File: src/hdl/lmc_pkg.sv
// ----------------------------------------------------------------------------
// lmc_pkg: shared types and constants of the LED matrix chain controller
// Command codes, driver register numbers, fixed field widths and the command
// record that travels from the front end through the queue to the back end.
// ----------------------------------------------------------------------------
package lmc_pkg;

   // Field widths
   localparam int FUNC_W    = 4;
   localparam int DISP_W    = 3;
   localparam int COL_W     = 3;
   localparam int ROW_W     = 3;
   localparam int DATA_W    = 8;
   localparam int REGADDR_W = 4;
   localparam int POS_W     = 8;

   // Defaults
   localparam int CHAIN_LENGTH_DEFAULT = 4;
   // Command queue depth, a power of two
   localparam int QUEUE_DEPTH = 2;

   // Command codes
   localparam logic [FUNC_W-1:0] FUNC_INIT       = 4'd0;
   localparam logic [FUNC_W-1:0] FUNC_PIXEL      = 4'd1;
   localparam logic [FUNC_W-1:0] FUNC_COLUMN     = 4'd2;
   localparam logic [FUNC_W-1:0] FUNC_CLEAR_ONE  = 4'd3;
   localparam logic [FUNC_W-1:0] FUNC_CLEAR_ALL  = 4'd4;
   localparam logic [FUNC_W-1:0] FUNC_FLUSH_ONE  = 4'd5;
   localparam logic [FUNC_W-1:0] FUNC_FLUSH_ALL  = 4'd6;
   localparam logic [FUNC_W-1:0] FUNC_INTENSITY  = 4'd7;
   localparam logic [FUNC_W-1:0] FUNC_SHUTDOWN   = 4'd8;

   // Driver register numbers
   localparam logic [REGADDR_W-1:0] REG_NOOP       = 4'd0;
   localparam logic [REGADDR_W-1:0] REG_DIGIT_BASE = 4'd1;
   localparam logic [REGADDR_W-1:0] REG_DECODE     = 4'd9;
   localparam logic [REGADDR_W-1:0] REG_BRIGHTNESS = 4'd10;
   localparam logic [REGADDR_W-1:0] REG_SCANLIMIT  = 4'd11;
   localparam logic [REGADDR_W-1:0] REG_SHUTDOWN   = 4'd12;

   // Register values sent at start-up and shutdown
   localparam logic [DATA_W-1:0] SHUTDOWN_NORMAL = 8'h01;
   localparam logic [DATA_W-1:0] SHUTDOWN_OFF    = 8'h00;
   localparam logic [DATA_W-1:0] SCAN_ALL_DIGITS = 8'h07;
   localparam logic [DATA_W-1:0] INTENSITY_MIN   = 8'h00;
   localparam logic [DATA_W-1:0] DECODE_NONE     = 8'h00;
   localparam logic [DATA_W-1:0] NOOP_DATA       = 8'h00;

   // Classified command handed to the back end
   typedef struct packed {
      logic [FUNC_W-1:0] op;
      logic [DISP_W-1:0] disp;
      logic [COL_W-1:0]  col;
      logic [ROW_W-1:0]  row;
      logic [DATA_W-1:0] data;
      logic              pix_on;
      logic              flush;
   } cmd_type;

endpackage

File: src/hdl/lmc_front.sv
// ----------------------------------------------------------------------------
// lmc_front: command intake and classification
// Accepts items, drops those that neither change the frame store nor emit
// words, and pushes the rest with the auto flush decision into the queue.
// ----------------------------------------------------------------------------
module lmc_front #(
   parameter int CHAIN_LENGTH = lmc_pkg::CHAIN_LENGTH_DEFAULT
) (
   input  logic                              clock,
   input  logic                              reset,
   input  logic                              req_valid,
   output logic                              req_ready,
   input  logic [lmc_pkg::FUNC_W-1:0]        req_func,
   input  logic [lmc_pkg::DISP_W-1:0]        req_display,
   input  logic [lmc_pkg::POS_W-1:0]         req_pixel_position,
   input  logic [lmc_pkg::COL_W-1:0]         req_column,
   input  logic [lmc_pkg::DATA_W-1:0]        req_data_value,
   input  logic                              csr_wr_en,
   input  logic                              csr_wr_data,
   output logic                              push_valid,
   input  logic                              push_ready,
   output lmc_pkg::cmd_type                  push_cmd
);

   logic auto_flush_ff;
   logic auto_flush_in;
   logic accept;
   logic disp_ok;
   logic pos_ok;
   logic keep;

   assign req_ready = push_ready;
   assign accept    = req_valid && req_ready;

   // Range checks on display and pixel position
   assign disp_ok = {1'b0, req_display} < 4'(CHAIN_LENGTH);
   assign pos_ok  = !req_pixel_position[7] && !req_pixel_position[3];

   // Keep only items with an effect
   always_comb begin
      unique case (req_func)
         lmc_pkg::FUNC_INIT,
         lmc_pkg::FUNC_CLEAR_ALL,
         lmc_pkg::FUNC_FLUSH_ALL,
         lmc_pkg::FUNC_INTENSITY,
         lmc_pkg::FUNC_SHUTDOWN:  keep = 1'b1;
         lmc_pkg::FUNC_PIXEL:     keep = disp_ok && pos_ok;
         lmc_pkg::FUNC_COLUMN,
         lmc_pkg::FUNC_CLEAR_ONE,
         lmc_pkg::FUNC_FLUSH_ONE: keep = disp_ok;
         default:                 keep = 1'b0;
      endcase
   end

   // Build the command record
   always_comb begin
      push_cmd.op     = req_func;
      push_cmd.disp   = req_display;
      push_cmd.col    = (req_func == lmc_pkg::FUNC_PIXEL) ? req_pixel_position[6:4]
                                                          : req_column;
      push_cmd.row    = req_pixel_position[2:0];
      push_cmd.data   = req_data_value;
      push_cmd.pix_on = |req_data_value;
      push_cmd.flush  = auto_flush_ff;
   end

   assign push_valid = accept && keep;

   // Auto flush register: written by the port, cleared by init
   always_comb begin
      auto_flush_in = auto_flush_ff;
      if (csr_wr_en) begin
         auto_flush_in = csr_wr_data;
      end else if (accept && req_func == lmc_pkg::FUNC_INIT) begin
         auto_flush_in = 1'b0;
      end
   end

   always_ff @(posedge clock) begin
      if (reset) begin
         auto_flush_ff <= 1'b0;
      end else begin
         auto_flush_ff <= auto_flush_in;
      end
   end

endmodule

File: src/hdl/lmc_queue.sv
// ----------------------------------------------------------------------------
// lmc_queue: short command queue between front and back end
// Holds classified commands so intake and word emission stall independently.
// ----------------------------------------------------------------------------
module lmc_queue #(
   parameter int DEPTH = lmc_pkg::QUEUE_DEPTH
) (
   input  logic             clock,
   input  logic             reset,
   input  logic             push_valid,
   output logic             push_ready,
   input  lmc_pkg::cmd_type push_cmd,
   output logic             pop_valid,
   input  logic             pop,
   output lmc_pkg::cmd_type pop_cmd
);

   localparam int PTR_W = (DEPTH > 1) ? $clog2(DEPTH) : 1;
   localparam int CNT_W = PTR_W + 1;

   lmc_pkg::cmd_type entry_ff [DEPTH];
   logic [PTR_W-1:0] wr_ptr_ff;
   logic [PTR_W-1:0] wr_ptr_in;
   logic [PTR_W-1:0] rd_ptr_ff;
   logic [PTR_W-1:0] rd_ptr_in;
   logic [CNT_W-1:0] count_ff;
   logic [CNT_W-1:0] count_in;
   logic             do_push;
   logic             do_pop;

   assign push_ready = count_ff != CNT_W'(DEPTH);
   assign pop_valid  = count_ff != '0;
   assign pop_cmd    = entry_ff[rd_ptr_ff];
   assign do_push    = push_valid && push_ready;
   assign do_pop     = pop && pop_valid;

   // Advance pointers and fill count
   always_comb begin
      wr_ptr_in = do_push ? wr_ptr_ff + 1'b1 : wr_ptr_ff;
      rd_ptr_in = do_pop ? rd_ptr_ff + 1'b1 : rd_ptr_ff;
      count_in  = count_ff;
      if (do_push && !do_pop) begin
         count_in = count_ff + 1'b1;
      end else if (do_pop && !do_push) begin
         count_in = count_ff - 1'b1;
      end
   end

   always_ff @(posedge clock) begin
      if (reset) begin
         wr_ptr_ff <= '0;
         rd_ptr_ff <= '0;
         count_ff  <= '0;
      end else begin
         wr_ptr_ff <= wr_ptr_in;
         rd_ptr_ff <= rd_ptr_in;
         count_ff  <= count_in;
      end
   end

   // Store the pushed item
   always_ff @(posedge clock) begin
      if (do_push) begin
         entry_ff[wr_ptr_ff] <= push_cmd;
      end
   end

endmodule

File: src/hdl/lmc_back.sv
// ----------------------------------------------------------------------------
// lmc_back: frame store and register word sequencer
// Carries out queued commands on the frame store memory and emits the
// register words, one chip-select frame of chain-length words at a time.
// ----------------------------------------------------------------------------
module lmc_back #(
   parameter int CHAIN_LENGTH = lmc_pkg::CHAIN_LENGTH_DEFAULT
) (
   input  logic                          clock,
   input  logic                          reset,
   input  logic                          q_valid,
   input  lmc_pkg::cmd_type              q_cmd,
   output logic                          q_pop,
   output logic                          rsp_valid,
   input  logic                          rsp_ready,
   output logic [lmc_pkg::REGADDR_W-1:0] rsp_reg_address,
   output logic [lmc_pkg::DATA_W-1:0]    rsp_reg_data,
   output logic                          rsp_frame_end,
   output logic                          rsp_last
);

   localparam int DEPTH  = CHAIN_LENGTH * 8;
   localparam int ADDR_W = $clog2(DEPTH);
   localparam logic [lmc_pkg::DISP_W-1:0] LAST_DISP = lmc_pkg::DISP_W'(CHAIN_LENGTH - 1);

   localparam logic [2:0] ST_IDLE    = 3'd0;
   localparam logic [2:0] ST_EXEC    = 3'd1;
   localparam logic [2:0] ST_PIX_WR  = 3'd2;
   localparam logic [2:0] ST_FL_RD   = 3'd3;
   localparam logic [2:0] ST_FL_EMIT = 3'd4;
   localparam logic [2:0] ST_BCAST   = 3'd5;

   localparam logic [1:0] STEP_LAST = 2'd3;

   // State and counters
   logic [2:0]                      state_ff, state_in;
   lmc_pkg::cmd_type                cmd_ff, cmd_in;
   logic [lmc_pkg::DISP_W-1:0]      k_ff, k_in;
   logic [lmc_pkg::COL_W-1:0]       col_ff, col_in;
   logic [1:0]                      step_ff, step_in;

   // Frame store
   logic [lmc_pkg::DATA_W-1:0]      mem [DEPTH];
   logic [DEPTH-1:0]                valid_ff;
   logic [lmc_pkg::DATA_W-1:0]      rd_data_ff;
   logic                            rd_valid_ff;

   // Output register
   logic                            rsp_valid_ff, rsp_valid_in;
   logic [lmc_pkg::REGADDR_W-1:0]   rsp_addr_ff;
   logic [lmc_pkg::DATA_W-1:0]      rsp_data_ff;
   logic                            rsp_fend_ff;
   logic                            rsp_last_ff;

   // Datapath controls
   logic                            slot_free;
   logic                            is_all;
   logic                            k_last;
   logic                            col_last;
   logic                            bcast_final;
   logic [lmc_pkg::DISP_W-1:0]      k_nx;
   logic [lmc_pkg::COL_W-1:0]       col_nx;
   logic [lmc_pkg::DATA_W-1:0]      word_byte;
   logic [lmc_pkg::DATA_W-1:0]      pix_mask;
   logic [lmc_pkg::DATA_W-1:0]      pix_byte;
   logic [lmc_pkg::DISP_W-1:0]      rd_disp;
   logic [lmc_pkg::COL_W-1:0]       rd_col;
   logic [ADDR_W-1:0]               rd_addr;
   logic [ADDR_W-1:0]               wr_addr;
   logic                            mem_re;
   logic                            mem_we;
   logic [lmc_pkg::DATA_W-1:0]      wr_data;
   logic                            set_valid;
   logic                            clr_row;
   logic                            clr_all;
   logic                            emit;
   logic [lmc_pkg::REGADDR_W-1:0]   emit_addr;
   logic [lmc_pkg::DATA_W-1:0]      emit_data;
   logic                            emit_fend;
   logic                            emit_last;
   logic [lmc_pkg::REGADDR_W-1:0]   bc_addr;
   logic [lmc_pkg::DATA_W-1:0]      bc_data;

   assign slot_free = !rsp_valid_ff || rsp_ready;
   assign is_all    = (cmd_ff.op == lmc_pkg::FUNC_CLEAR_ALL) ||
                      (cmd_ff.op == lmc_pkg::FUNC_FLUSH_ALL);
   assign k_last    = k_ff == '0;
   assign col_last  = col_ff == '0;
   assign k_nx      = k_last ? LAST_DISP : k_ff - 1'b1;
   assign col_nx    = k_last ? col_ff - 1'b1 : col_ff;

   // Unwritten entries read as blank
   assign word_byte = rd_valid_ff ? rd_data_ff : '0;
   assign pix_mask  = lmc_pkg::DATA_W'(1) << cmd_ff.row;
   assign pix_byte  = cmd_ff.pix_on ? (word_byte | pix_mask) : (word_byte & ~pix_mask);

   assign wr_addr = ADDR_W'({cmd_ff.disp, cmd_ff.col});
   assign rd_addr = ADDR_W'({rd_disp, rd_col});

   // Broadcast word for the current frame
   assign bcast_final = (cmd_ff.op != lmc_pkg::FUNC_INIT) || (step_ff == STEP_LAST);
   always_comb begin
      bc_addr = lmc_pkg::REG_SHUTDOWN;
      bc_data = lmc_pkg::SHUTDOWN_OFF;
      if (cmd_ff.op == lmc_pkg::FUNC_INIT) begin
         unique case (step_ff)
            2'd0: begin
               bc_addr = lmc_pkg::REG_SHUTDOWN;
               bc_data = lmc_pkg::SHUTDOWN_NORMAL;
            end
            2'd1: begin
               bc_addr = lmc_pkg::REG_SCANLIMIT;
               bc_data = lmc_pkg::SCAN_ALL_DIGITS;
            end
            2'd2: begin
               bc_addr = lmc_pkg::REG_BRIGHTNESS;
               bc_data = lmc_pkg::INTENSITY_MIN;
            end
            default: begin
               bc_addr = lmc_pkg::REG_DECODE;
               bc_data = lmc_pkg::DECODE_NONE;
            end
         endcase
      end else if (cmd_ff.op == lmc_pkg::FUNC_INTENSITY) begin
         bc_addr = lmc_pkg::REG_BRIGHTNESS;
         bc_data = cmd_ff.data;
      end
   end

   // Sequencer
   always_comb begin
      state_in  = state_ff;
      cmd_in    = cmd_ff;
      k_in      = k_ff;
      col_in    = col_ff;
      step_in   = step_ff;
      q_pop     = 1'b0;
      mem_re    = 1'b0;
      mem_we    = 1'b0;
      wr_data   = cmd_ff.data;
      rd_disp   = cmd_ff.disp;
      rd_col    = cmd_ff.col;
      set_valid = 1'b0;
      clr_row   = 1'b0;
      clr_all   = 1'b0;
      emit      = 1'b0;
      emit_addr = lmc_pkg::REG_NOOP;
      emit_data = lmc_pkg::NOOP_DATA;
      emit_fend = 1'b0;
      emit_last = 1'b0;
      unique case (state_ff)
         ST_IDLE: begin
            if (q_valid) begin
               q_pop    = 1'b1;
               cmd_in   = q_cmd;
               state_in = ST_EXEC;
            end
         end
         ST_EXEC: begin
            // Start every frame sequence at the furthest display, top column
            k_in    = LAST_DISP;
            col_in  = '1;
            step_in = '0;
            unique case (cmd_ff.op)
               lmc_pkg::FUNC_PIXEL: begin
                  mem_re   = 1'b1;
                  state_in = ST_PIX_WR;
               end
               lmc_pkg::FUNC_COLUMN: begin
                  mem_we    = 1'b1;
                  set_valid = 1'b1;
                  state_in  = cmd_ff.flush ? ST_FL_RD : ST_IDLE;
               end
               lmc_pkg::FUNC_CLEAR_ONE: begin
                  clr_row  = 1'b1;
                  state_in = cmd_ff.flush ? ST_FL_RD : ST_IDLE;
               end
               lmc_pkg::FUNC_CLEAR_ALL: begin
                  clr_all  = 1'b1;
                  state_in = cmd_ff.flush ? ST_FL_RD : ST_IDLE;
               end
               lmc_pkg::FUNC_FLUSH_ONE,
               lmc_pkg::FUNC_FLUSH_ALL: state_in = ST_FL_RD;
               lmc_pkg::FUNC_INIT,
               lmc_pkg::FUNC_INTENSITY,
               lmc_pkg::FUNC_SHUTDOWN:  state_in = ST_BCAST;
               default:                 state_in = ST_IDLE;
            endcase
         end
         ST_PIX_WR: begin
            // Read-modify-write of one column byte
            mem_we    = 1'b1;
            wr_data   = pix_byte;
            set_valid = 1'b1;
            state_in  = cmd_ff.flush ? ST_FL_RD : ST_IDLE;
         end
         ST_FL_RD: begin
            mem_re   = 1'b1;
            rd_disp  = is_all ? k_ff : cmd_ff.disp;
            rd_col   = col_ff;
            state_in = ST_FL_EMIT;
         end
         ST_FL_EMIT: begin
            if (slot_free) begin
               emit = 1'b1;
               if (is_all || k_ff == cmd_ff.disp) begin
                  emit_addr = lmc_pkg::REGADDR_W'(col_ff) + lmc_pkg::REG_DIGIT_BASE;
                  emit_data = word_byte;
               end
               emit_fend = k_last;
               emit_last = k_last && col_last;
               k_in      = k_nx;
               col_in    = col_nx;
               // Fetch the next word while this one goes out
               mem_re    = 1'b1;
               rd_disp   = is_all ? k_nx : cmd_ff.disp;
               rd_col    = col_nx;
               if (k_last && col_last) begin
                  state_in = ST_IDLE;
               end
            end
         end
         ST_BCAST: begin
            if (slot_free) begin
               emit      = 1'b1;
               emit_addr = bc_addr;
               emit_data = bc_data;
               emit_fend = k_last;
               emit_last = k_last && bcast_final;
               k_in      = k_nx;
               if (k_last) begin
                  if (bcast_final) begin
                     state_in = ST_IDLE;
                  end else begin
                     step_in = step_ff + 1'b1;
                  end
               end
            end
         end
         default: state_in = ST_IDLE;
      endcase
   end

   always_ff @(posedge clock) begin
      if (reset) begin
         state_ff <= ST_IDLE;
      end else begin
         state_ff <= state_in;
      end
   end

   always_ff @(posedge clock) begin
      cmd_ff  <= cmd_in;
      k_ff    <= k_in;
      col_ff  <= col_in;
      step_ff <= step_in;
   end

   // Entry valid bits: a cleared entry reads as blank
   always_ff @(posedge clock) begin
      if (reset || clr_all) begin
         valid_ff <= '0;
      end else begin
         for (int i = 0; i < DEPTH; i++) begin
            if (clr_row && lmc_pkg::DISP_W'(i >> 3) == cmd_ff.disp) begin
               valid_ff[i] <= 1'b0;
            end
         end
         if (set_valid) begin
            valid_ff[wr_addr] <= 1'b1;
         end
      end
   end

   // Frame store memory, one write and one registered read port
   always_ff @(posedge clock) begin
      if (mem_we) begin
         mem[wr_addr] <= wr_data;
      end
      if (mem_re) begin
         rd_data_ff  <= mem[rd_addr];
         rd_valid_ff <= valid_ff[rd_addr];
      end
   end

   // Output register
   always_comb begin
      rsp_valid_in = rsp_valid_ff;
      if (emit) begin
         rsp_valid_in = 1'b1;
      end else if (rsp_ready) begin
         rsp_valid_in = 1'b0;
      end
   end

   always_ff @(posedge clock) begin
      if (reset) begin
         rsp_valid_ff <= 1'b0;
      end else begin
         rsp_valid_ff <= rsp_valid_in;
      end
   end

   always_ff @(posedge clock) begin
      if (emit) begin
         rsp_addr_ff <= emit_addr;
         rsp_data_ff <= emit_data;
         rsp_fend_ff <= emit_fend;
         rsp_last_ff <= emit_last;
      end
   end

   assign rsp_valid       = rsp_valid_ff;
   assign rsp_reg_address = rsp_addr_ff;
   assign rsp_reg_data    = rsp_data_ff;
   assign rsp_frame_end   = rsp_fend_ff;
   assign rsp_last        = rsp_last_ff;

endmodule

File: src/hdl/led_matrix_chain_frame_controller.sv
// ----------------------------------------------------------------------------
// led_matrix_chain_frame_controller: daisy-chained 8x8 LED matrix driver
// Keeps an 8-byte column frame per display and turns commands into register
// words grouped in chip-select frames, furthest display first.
// ----------------------------------------------------------------------------
// Commands enter a two-entry queue and are carried out one at a time by a
// sequencer that emits one register word per cycle while the result side
// takes them. A broadcast command (intensity, shutdown) gives CHAIN_LENGTH
// words and init gives 4*CHAIN_LENGTH; a flush gives 8*CHAIN_LENGTH words
// (32 for a chain of four) after the EXEC and FL_RD setup states; a pixel
// draw adds the PIX_WR state for the read-modify-write of its column byte,
// and each command leaves the queue in the IDLE state. The word rate is set
// by the single read port of the frame store and the single output
// register. Items that change nothing and emit nothing are taken, when the
// queue has room, and dropped. The frame store needs no clearing pass:
// per-entry valid bits let reset and clear commands take effect without it.
module led_matrix_chain_frame_controller #(
   parameter int CHAIN_LENGTH = lmc_pkg::CHAIN_LENGTH_DEFAULT
) (
   input  logic                          clock,
   input  logic                          reset,
   input  logic                          req_valid,
   output logic                          req_ready,
   input  logic [lmc_pkg::FUNC_W-1:0]    req_func,
   input  logic [lmc_pkg::DISP_W-1:0]    req_display,
   input  logic [lmc_pkg::POS_W-1:0]     req_pixel_position,
   input  logic [lmc_pkg::COL_W-1:0]     req_column,
   input  logic [lmc_pkg::DATA_W-1:0]    req_data_value,
   output logic                          rsp_valid,
   input  logic                          rsp_ready,
   output logic [lmc_pkg::REGADDR_W-1:0] rsp_reg_address,
   output logic [lmc_pkg::DATA_W-1:0]    rsp_reg_data,
   output logic                          rsp_frame_end,
   output logic                          rsp_last,
   input  logic                          csr_wr_en,
   input  logic                          csr_wr_data
);

   logic             push_valid;
   logic             push_ready;
   lmc_pkg::cmd_type push_cmd;
   logic             q_valid;
   logic             q_pop;
   lmc_pkg::cmd_type q_cmd;

   // Intake and classification
   lmc_front #(
      .CHAIN_LENGTH(CHAIN_LENGTH)
   ) u_front (
      .clock              (clock),
      .reset              (reset),
      .req_valid          (req_valid),
      .req_ready          (req_ready),
      .req_func           (req_func),
      .req_display        (req_display),
      .req_pixel_position (req_pixel_position),
      .req_column         (req_column),
      .req_data_value     (req_data_value),
      .csr_wr_en          (csr_wr_en),
      .csr_wr_data        (csr_wr_data),
      .push_valid         (push_valid),
      .push_ready         (push_ready),
      .push_cmd           (push_cmd)
   );

   // Command queue
   lmc_queue #(
      .DEPTH(lmc_pkg::QUEUE_DEPTH)
   ) u_queue (
      .clock      (clock),
      .reset      (reset),
      .push_valid (push_valid),
      .push_ready (push_ready),
      .push_cmd   (push_cmd),
      .pop_valid  (q_valid),
      .pop        (q_pop),
      .pop_cmd    (q_cmd)
   );

   // Frame store and word sequencer
   lmc_back #(
      .CHAIN_LENGTH(CHAIN_LENGTH)
   ) u_back (
      .clock           (clock),
      .reset           (reset),
      .q_valid         (q_valid),
      .q_cmd           (q_cmd),
      .q_pop           (q_pop),
      .rsp_valid       (rsp_valid),
      .rsp_ready       (rsp_ready),
      .rsp_reg_address (rsp_reg_address),
      .rsp_reg_data    (rsp_reg_data),
      .rsp_frame_end   (rsp_frame_end),
      .rsp_last        (rsp_last)
   );

endmodule

File: config.mk
export PLATFORM = sky130hd
export DESIGN_NAME = led_matrix_chain_frame_controller
export DESIGN_NICKNAME = d
export VERILOG_FILES = /design/src/hdl/lmc_pkg.sv /design/src/hdl/lmc_front.sv /design/src/hdl/lmc_queue.sv /design/src/hdl/lmc_back.sv /design/src/hdl/led_matrix_chain_frame_controller.sv
export SDC_FILE = /design/constraint.sdc
export NUM_CORES = 1
export LEC_CHECK = 0
export ABC_AREA = 1
export BUFFER_PORTS_ARGS = -buffer_cell sky130_fd_sc_hd__buf_4
export CAP_MARGIN = 20
export CORE_ASPECT_RATIO = 1.2
export CORE_MARGIN = 8
export CORE_UTILIZATION = 39
export DETAILED_ROUTE_END_ITERATION = 7
export GPL_TIMING_DRIVEN = 1
export PLACE_DENSITY = 0.62
export SYNTH_ARGS = -nofsm -noshare
export SYNTH_HDL_FRONTEND = slang
export SYNTH_SLANG_ARGS = --single-unit
File: constraint.sdc
create_clock -name clock -period 3.4 [get_ports clock]
set_input_delay 0.68 -clock clock [delete_from_list [all_inputs] [get_ports clock]]
set_output_delay 0.68 -clock clock [all_outputs]
set_load 0.1 [all_outputs]
# After elaboration in Yosys (flattened, before gate mapping)
# Memory sizes are Yosys's and may differ from the RTL's. A register that Yosys moved wholly into a read port is not among the register bits.
# Index checks and enable logic that the tools add are counted.
# op_classes
addsub,8
magnitude_cmp,4
n_eq_ne,37
n_shift,1
mux,138
n_bitwise,4
n_reduce_logical,54
# op_table
operator,n
two-way mux 1 bit,86
two-way mux 8 bit,8
two-way mux 3 bit,13
"== test 4 x 3 -> 1 bit, second input constant",8
two-way mux 32 bit,1
bitwise OR 32 bit,1
case mux 3 bit (2 select lines),4
two-way mux 2 bit,9
case mux 3 bit (6 select lines),1
"== test 4 x 2 -> 1 bit, second input constant",4
logical AND 1 bit,16
two-way mux 4 bit,4
case mux 8 bit (2 select lines),1
nonzero test 2 bit,7
logical NOT 3 bit,4
"< comparator 5 x 6 -> 1 bit, second input constant",2
"!= test 2 x 1 -> 1 bit, second input constant",6
case mux 3 bit (4 select lines),1
case mux 3 bit (3 select lines),1
OR reduction 3 bit,3
AND 8 bit,1
"== test 4 x 1 -> 1 bit, second input constant",2
"== test 4 bit, second input constant",2
logical NOT 4 bit,2
35 further kinds,59
# totals
ff_bits,64
ramBits,302
inputBits,32
out_inout_bits,16
wordCells,263
mem_count,2
# mem_list
memory,depth,word_bits,read_ports,rd_ports_with_merged_regs,wr,line_no,source
u_back.mem,32,8,1,1,1,lmc_back.sv:43,logic [lmc_pkg::DATA_W-1:0] mem [DEPTH];
u_queue.entry_ff,2,23,1,1,1,lmc_queue.sv:21,lmc_pkg::cmd_type entry_ff [DEPTH];

# Depth between registers and ports, before layout
# Gate-level depths: netlist of the first run.
# logic_depth
depth_word,10
mapped_depth,16
mapped_depth_nobuf,15

# Hierarchy
# From an unflattened synthesis of the first run, not the netlist that was laid out.
# unflattened
hier_cells,1870
area_unflattened_um2,18511.5
# modules_own_cells
module,instances,cells_each,area_each_um2,seq_area_each_um2
lmc_back,1,1712,16284.4,10029.6
lmc_queue,1,108,1901.8,1481.4
lmc_front,1,50,325.3,20.0

# Worst setup path before layout of the first run
# Ideal clock, no wire load.
# synth_timing
kind,input-to-reg
startpoint,in req_func[3] (netlist name)
endpoint,"mem u_queue.entry_ff[1][0] (netlist name), enable pin"
setup_time_ns,0.404
arrival_ns,2.577
required_ns,2.996
slack_ns,0.419
path_stages,8
n_path_buf,0
cell_sequence,or2_2 > nor2_1 > nand2_1 > o21ai_0 > inv_1 > o21ai_0 > nand2_1 > nor2_1
# synth_via
elab_chain_len,7
word_cells_on_any_way,16
cone_classes,8 x eq/ne; 3 x mux; 5 x reduce/logical
# synth_lines
element,line_no,source
from (decl),led_matrix_chain_frame_controller.sv:24,"input logic [lmc_pkg::FUNC_W-1:0] req_func,"
== test 4 x 3 -> 1 bit (tied with other cells),lmc_front.sv:41,unique case (req_func)
OR reduction 5 bit or OR reduction 3 bit (tied branches),lmc_front.sv:41,
case mux 1 bit (3 select lines) (*),lmc_front.sv:41,
logical AND 1 bit (*),lmc_front.sv:67,assign push_valid = accept && keep;
logical AND 1 bit (*),lmc_queue.sv:34,assign do_push = push_valid && push_ready;
two-way mux 1 bit (*),lmc_queue.sv:63,if (do_push) begin
two-way mux 1 bit (implied by the code) (*),lmc_queue.sv:64,entry_ff[wr_ptr_ff] <= push_cmd;
to (decl),lmc_queue.sv:21,
# Every way passes the cells marked *; elsewhere a longest branch is shown, timed or not.

# Final worst setup path of the first run
# layout_timing
startpoint,reg u_back.k_ff[0] (netlist name)
endpoint,"reg u_back.rd_data_ff[6] (netlist name), read port of u_back.mem, data pin"
# layout_via
elab_chain_len,5
word_cells_on_any_way,10
cone_classes,1 x add/sub; 8 x mux; 1 x reduce/logical
# layout_lines
element,line_no,source
from (decl),lmc_back.sv:38,"logic [lmc_pkg::DISP_W-1:0] k_ff, k_in;"
from (signal assigned),lmc_back.sv:254,k_ff <= k_in;
subtractor 3 x 1 -> 3 bit or logical NOT 3 bit (tied branches),"lmc_back.sv:89, lmc_back.sv:87",
two-way mux 3 bit,lmc_back.sv:89,assign k_nx = k_last ? LAST_DISP : k_ff - 1'b1;
two-way mux 2 bit,lmc_back.sv:216,rd_disp = is_all ? k_nx : cmd_ff.disp;
two-way mux 2 bit,lmc_back.sv:204,if (slot_free) begin
case mux 2 bit (2 select lines),lmc_back.sv:151,unique case (state_ff)
to (decl),lmc_back.sv:45,logic [lmc_pkg::DATA_W-1:0] rd_data_ff;
# Several ways; a longest one is shown, not always the timed one.
# A chain may end at the register's enable or synchronous reset.

==> flow_metrics.env, run 1 <==
export IMPL_status="finished clean"
export IMPL_rr_startpoint="u_back.k_ff[0]"
export IMPL_ys_seq_area_share_pct=63.0
export IMPL_clk_pin_slew_ns=0.06
export IMPL_critPathArrivalTime_ns=3.21
export IMPL_vdd_ir_drop_worst_uv=658
export IMPL_rr_worst_depth=16
export IMPL_setup_viol=0
export IMPL_grt_max_degree=85
export IMPL_worstPathRequired_ns=3.71
export IMPL_cts_root_buf="clkbuf_16"
export IMPL_drt_pass1_iter_count=6
export IMPL_reg2reg_slack_ns=0.49
export IMPL_clockBufferDepth=3
export IMPL_synth_cell_types=37
export IMPL_clock_sinks=397
export IMPL_synth_area_leaders="edfxtp_1, inv_1, nand2_1"
export IMPL_syn_instance_count=1894
export IMPL_power_density_cell_area_nw_per_um2=896
export IMPL_synth_compound_area_share_pct=3.36
export IMPL_finalHoldViolCount=0
export IMPL_antenna_found_initial=0
export IMPL_path_max_fanout=48
export IMPL_yosysTopAreaCell="edfxtp_1"
export IMPL_drive_gt1_share_pct=9.24
export IMPL_grt_pass1_wl_um=75000
export IMPL_synth_top_area_share_pct=58.5
export IMPL_total_power_mw=18.6
export IMPL_routed_wl_um=47500
export IMPL_max_freq_mhz=344
export IMPL_cts_tree="yes"
export IMPL_cts_hold_buf=0
export IMPL_fin_crit_ns=2.91
export IMPL_grt_pass1_vias=13300
export IMPL_cp_end_kind="flop"
export IMPL_post_drt_wl_per_cell_um=18.4
export IMPL_cts_resized_gates=0
export IMPL_ant_nets=0
export IMPL_syn_cell_area_um2=18300
export IMPL_synth_mux_area_share_pct=0
export IMPL_p_leak_nw=8.46
export IMPL_synth_edff_count=356
export IMPL_ys_seq_elements=397
export IMPL_crit_path_end="u_back.rd_data_ff[6]"
export IMPL_numCtsBuffers=39
export IMPL_drtIter0Drc=1280
export IMPL_yosys_area_share_xor_xnor_pct=0.144
export IMPL_async_flop_share_pct=0
export IMPL_die_w_um=214
export IMPL_num_rows=87
export IMPL_fin_tns_setup_ns=0
export IMPL_synthFlopType="edfxtp_1"
export IMPL_num_nets_final=1968
export IMPL_slew_headroom_pct=26.6
export IMPL_syn_avg_cell_area_um2=9.64
export IMPL_area_growth_pct=13.9
export IMPL_cap_viol_max_count=0
export IMPL_post_cts_buffers=0
export IMPL_gp_congestion=0.836
export IMPL_synthAdderAreaFrac_pct=0.617
export IMPL_drc_errors=0
export IMPL_regToRegEndpoint="u_back.rd_data_ff[6]"
export IMPL_antenna_cells=0
export IMPL_io_pins=48
export IMPL_critPathLaunchType="flop"
export IMPL_max_slew_worst_pin_slew_ns=1.10
export IMPL_finClkSkew_ns=0.0283
export IMPL_start_util_pct=39.2
export IMPL_grt_overflow=0
export IMPL_core_um2=46600
export IMPL_hp_start="req_pixel_position[1]"
export IMPL_num_vias=13400
export IMPL_syn_nets=1935
export IMPL_rsz0062_at_grt="no"
export IMPL_via_per_inst=5.18
export IMPL_insertion_delay_ns=0.56
export IMPL_period_share_pct=85.5
export IMPL_portBuffers=47
export IMPL_cts_max_level=2
export IMPL_dieArea_um2=54000
export IMPL_worstSetupStartpoint="u_back.k_ff[0]"
export IMPL_synthSimpleGateAreaFrac_pct=22.5
export IMPL_crit_type="reg2reg"
export IMPL_yosys_warnings=0
export IMPL_ys_top_cells_by_count="inv_1, nand2_1, edfxtp_1"
export IMPL_slew_viol_final=0
export IMPL_min_path_type="in2reg"
export IMPL_synth_top_family_by_area="simple AND/OR/NAND/NOR gates"
export IMPL_dp_hpwl_um=30000
export IMPL_gr_usage_all_layers_pct=17.6
export IMPL_chipHeight_um=253
-- metrics by stage --
step                area [um^2]  util (%)  setup slack, ns  hold WS (ns)  std cells
floorplan                 18300         -            0.419         0.426       1894
detailed placement        19500      41.8            0.331         0.455       2509
global placement          19500      41.8            0.346         0.452       2509
global route              20800      44.6            0.291         0.299       2581
CTS                       20800      44.6            0.500         0.297       2581
finish                    20800      44.6            0.493         0.322       2581
-- cell usage in the layout, fill, tap and decap left out, types with 4 or more instances in the layout --
cell type  instances
o21ai_2           11
or2_2              4
ha_1               9
clkbuf_16         43
nand3_1          259
inv_1            382
buf_12            11
nand4_1          137
bufinv_16          4
clkinv_2           9
dfxtp_1           41
inv_2              4
o21ai_0           41
o32ai_1            7
nor2_1            73
a21oi_1           44
nor3_1            16
edfxtp_1         356
nor2_2             5
clkbuf_1          12
buf_4             77
nand2_1          382
-- cell families (layout without fill, tap and decap cells) --
group / after synthesis / in the layout
adder cells (fa/ha/maj): 9 / 9
buffers and inverters: 483 / 547
AND/OR/NAND/NOR: 890 / 890
AO/OA/AOI/OAI: 112 / 112
flip-flops: 397 / 397
XOR/XNOR: 3 / 3
-- worst min path at each step --
stage,cells after the start,end
floorplan,0,u_queue.entry_ff[0][0]
global placement,2,u_back.valid_ff[12]
detailed placement,2,u_back.valid_ff[25]
CTS,1,u_queue.entry_ff[1][12]
global route,1,u_queue.entry_ff[1][10]
finish,1,u_queue.entry_ff[0][11]
-- flip-flops by register name, indices dropped and copies added (netlist names), 2 cells and up --
| signal | flops |
|---|---|
| u_back.mem | 256 |
| u_queue.entry_ff | 46 |
| u_back.valid_ff | 32 |
| u_back.cmd_ff | 23 |
| u_back.rd_data_ff | 8 |
| u_back.rsp_reg_data | 8 |
| u_back.rsp_reg_address | 4 |
| u_back.col_ff | 3 |
| u_back.k_ff | 3 |
| u_back.state_ff | 3 |
| u_back.step_ff | 2 |
| u_queue.count_ff | 2 |
-- per-layer routing --
| layer | up-vias | wire length (um) | GRT usage [%] |
|---|---|---|---|
| li1 | 6373 | - | - |
| met1 | 6373 | 19800 | 22.8 |
| met2 | 525 | 23100 | 29.4 |
| met3 | 102 | 2980 | 2.70 |
| met4 | 0 | 1630 | 6.80 |
| met5 | - | 0 | 0 |
-- worst max-delay path, stage by stage (launching register included) --
cell	delay [ns]
edfxtp_1	0.39
inv_1	0.17
ha_1	0.21
nand2_1	0.14
nand2_1	0.09
o21ai_0	0.12
nand2_1	0.09
nand2_1	0.08
nor2_4	0.34
inv_2	0.11
buf_12	0.21
nand3_1	0.10
nand3_1	0.14
nand3_1	0.13
nand2_1	0.18
nand2_1	0.11
nand2_1	0.06
-- power breakdown --
part / internal, mW / switching [mW] / total [mW]
clock: 2.65 / 1.83 / 4.48
sequential: 6.25 / 0.206 / 6.45
combinational: 2.11 / 5.59 / 7.70
total: 11.0 / 7.63 / 18.6
-- cell type report --
type                            count  area, um^2
Fill cell                        4492       25800
Sequential cell                   397       11500
Multi-Input combinational cell   1014        4920
Inverter                          387        1450
Clock buffer                       56        1130
Timing Repair Buffer               88         798
Tap cell                          623         779
Clock inverter                     16         193
Power figures use the tool's default switching activity.
==> run 2, diff against run 1 <==
--- a/config.mk
+++ b/config.mk
@@ -10,10 +10,10 @@
 export CAP_MARGIN = 20
 export CORE_ASPECT_RATIO = 1.2
 export CORE_MARGIN = 8
-export CORE_UTILIZATION = 39
+export CORE_UTILIZATION = 60
 export DETAILED_ROUTE_END_ITERATION = 7
 export GPL_TIMING_DRIVEN = 1
-export PLACE_DENSITY = 0.62
+export PLACE_DENSITY = 0.85
 export SYNTH_ARGS = -nofsm -noshare
 export SYNTH_HDL_FRONTEND = slang
 export SYNTH_SLANG_ARGS = --single-unit
==> flow_metrics.env, run 2 (synthesis results as in run 1) <==
export IMPL_vdd_ir_drop_worst_uv=836
export IMPL_cts_max_level=2
export IMPL_min_path_type="in2reg"
export IMPL_num_vias=14000
export IMPL_grt_overflow=0
export IMPL_rr_startpoint="u_back.k_ff[0]"
export IMPL_chipHeight_um=207
export IMPL_cts_root_buf="clkbuf_16"
export IMPL_top_regs="u_back.mem (256), u_queue.entry_ff (46), u_back.valid_ff (32)"
export IMPL_regToRegEndpoint="u_back.rd_data_ff[5]"
export IMPL_clock_sinks=397
export IMPL_rsz0062_at_grt="no"
export IMPL_p_leak_nw=8.42
export IMPL_die_w_um=175
export IMPL_cts_hold_buf=0
export IMPL_drtIter0Drc=2058
export IMPL_cp_end_kind="flop"
export IMPL_largest_register="u_back.mem"
export IMPL_setup_viol=0
export IMPL_clockBufferDepth=3
export IMPL_drt_pass1_iter_count=8
export IMPL_worstSetupStartpoint="u_back.k_ff[0]"
export IMPL_total_power_mw=18.6
export IMPL_fin_crit_ns=3.13
export IMPL_stdcell_area_um2=20400
export IMPL_min_path_cells=1
export IMPL_gp_congestion=0.922
export IMPL_finClkSkew_ns=0.0149
export IMPL_dieArea_um2=36300
export IMPL_antenna_found_initial=0
export IMPL_dp_cells=2275
export IMPL_max_slew_worst_pin_slew_ns=1.04
export IMPL_reg2reg_slack_ns=0.27
export IMPL_slew_headroom_pct=30.5
export IMPL_clk_pin_slew_ns=0.07
export IMPL_max_freq_mhz=319
export IMPL_status="complete, but fails checks"
export IMPL_start_util_pct=60.4
export IMPL_dp_hpwl_um=28000
export IMPL_cts_tree="yes"
export IMPL_antenna_cells=0
export IMPL_violations="DRC"
export IMPL_numCtsBuffers=38
export IMPL_critPathArrivalTime_ns=3.43
export IMPL_fin_cells=2344
export IMPL_cts_resized_gates=0
export IMPL_crit_type="reg2reg"
export IMPL_insertion_delay_ns=0.54
export IMPL_drc_errors=1
export IMPL_gr_usage_all_layers_pct=24.8
export IMPL_period_share_pct=92.2
export IMPL_portBuffers=47
export IMPL_ant_nets=0
export IMPL_num_rows=70
export IMPL_via_per_inst=5.98
export IMPL_rr_worst_depth=16
export IMPL_post_drt_wl_per_cell_um=19.6
export IMPL_area_growth_pct=11.9
export IMPL_largest_register_ffs=256
export IMPL_grt_pass1_vias=13900
export IMPL_power_density_cell_area_nw_per_um2=911
export IMPL_routed_wl_um=45900
export IMPL_core_um2=30200
export IMPL_io_pins=48
export IMPL_critPathLaunchType="flop"
export IMPL_cap_viol_max_count=0
export IMPL_finalHoldViolCount=0
export IMPL_path_max_fanout=60
export IMPL_num_nets_final=1960
export IMPL_fin_tns_setup_ns=0
export IMPL_layout_common_cells="inv_1, nand2_1, edfxtp_1"
export IMPL_worstPathRequired_ns=3.69
export IMPL_drive_gt1_share_pct=9.29
export IMPL_slew_viol_final=0
export IMPL_post_cts_buffers=0
export IMPL_grt_pass1_wl_um=72200
export IMPL_grt_max_degree=136
export IMPL_crit_path_end="u_back.rd_data_ff[5]"
export IMPL_placed_area_um2=19100
## run 2: cell count changes in the layout (fill, tap and decap cells not counted), sizes merged
cell,change
clkbuf,-6
clkinvlp,+3
buf,-7
## run 2: metal layers
layer | track usage, % | wire (um) | vias to the layer above
li1 | - | - | 6366
met1 | 28.8 | 15600 | 6399
met2 | 41.7 | 22400 | 1009
met3 | 4.86 | 4830 | 235
met4 | 15.6 | 3070 | 0
met5 | 0 | 0 | -
## run 2: worst min path at each step
stage / startpoint / end / slack, ns
2_1_floorplan: u_front.auto_flush_ff / u_queue.entry_ff[0][0] / 0.43
6_report: req_pixel_position[2] / u_queue.entry_ff[0][12] / 0.33
5_1_grt: req_pixel_position[1] / u_queue.entry_ff[0][11] / 0.31
3_5_place_dp: u_front.auto_flush_ff / u_queue.entry_ff[1][0] / 0.46
4_1_cts: req_pixel_position[1] / u_queue.entry_ff[1][11] / 0.31
3_3_place_gp: u_front.auto_flush_ff / u_queue.entry_ff[0][0] / 0.44
## run 2: layout make-up
| cell class | instances | area, um^2 |
|---|---|---|
| clock buffers | 50 | 1120 |
| clock inverters | 19 | 209 |
| fillers | 2036 | 9770 |
| inverters | 387 | 1450 |
| multi-input cells | 1014 | 4920 |
| flip-flops and latches | 397 | 11500 |
| well taps | 396 | 495 |
| repair buffers | 81 | 733 |
## run 2: stage by stage
stage	worst slack, ns	util, %	hold slack [ns]
2_1_floorplan	0.419	-	0.426
4_1_cts	0.415	67.7	0.308
3_3_place_gp	0.446	63.3	0.439
6_report	0.265	67.7	0.331
3_5_place_dp	0.391	63.3	0.456
5_1_grt	0.0476	67.7	0.312
## run 2: critical path: stages, from the launching register on
cell and delay [ns]:
edfxtp_1 0.38, inv_1 0.16, ha_1 0.24, nand2_1 0.17, nand2_1 0.14, nand2_1 0.10, nand2_4 0.11, nand3_4 0.32
buf_12 0.34, nand2_1 0.09, o21ai_0 0.10, nand2_1 0.08, nand3_1 0.26, nand3_1 0.17, nand2_1 0.08, nand2_1 0.07
nand2_1 0.06
## run 2: power breakdown
part | switching (mW) | internal [mW] | total (mW)
Combinational | 5.62 | 2.09 | 7.71
Clock | 1.80 | 2.64 | 4.44
Sequential | 0.223 | 6.24 | 6.47
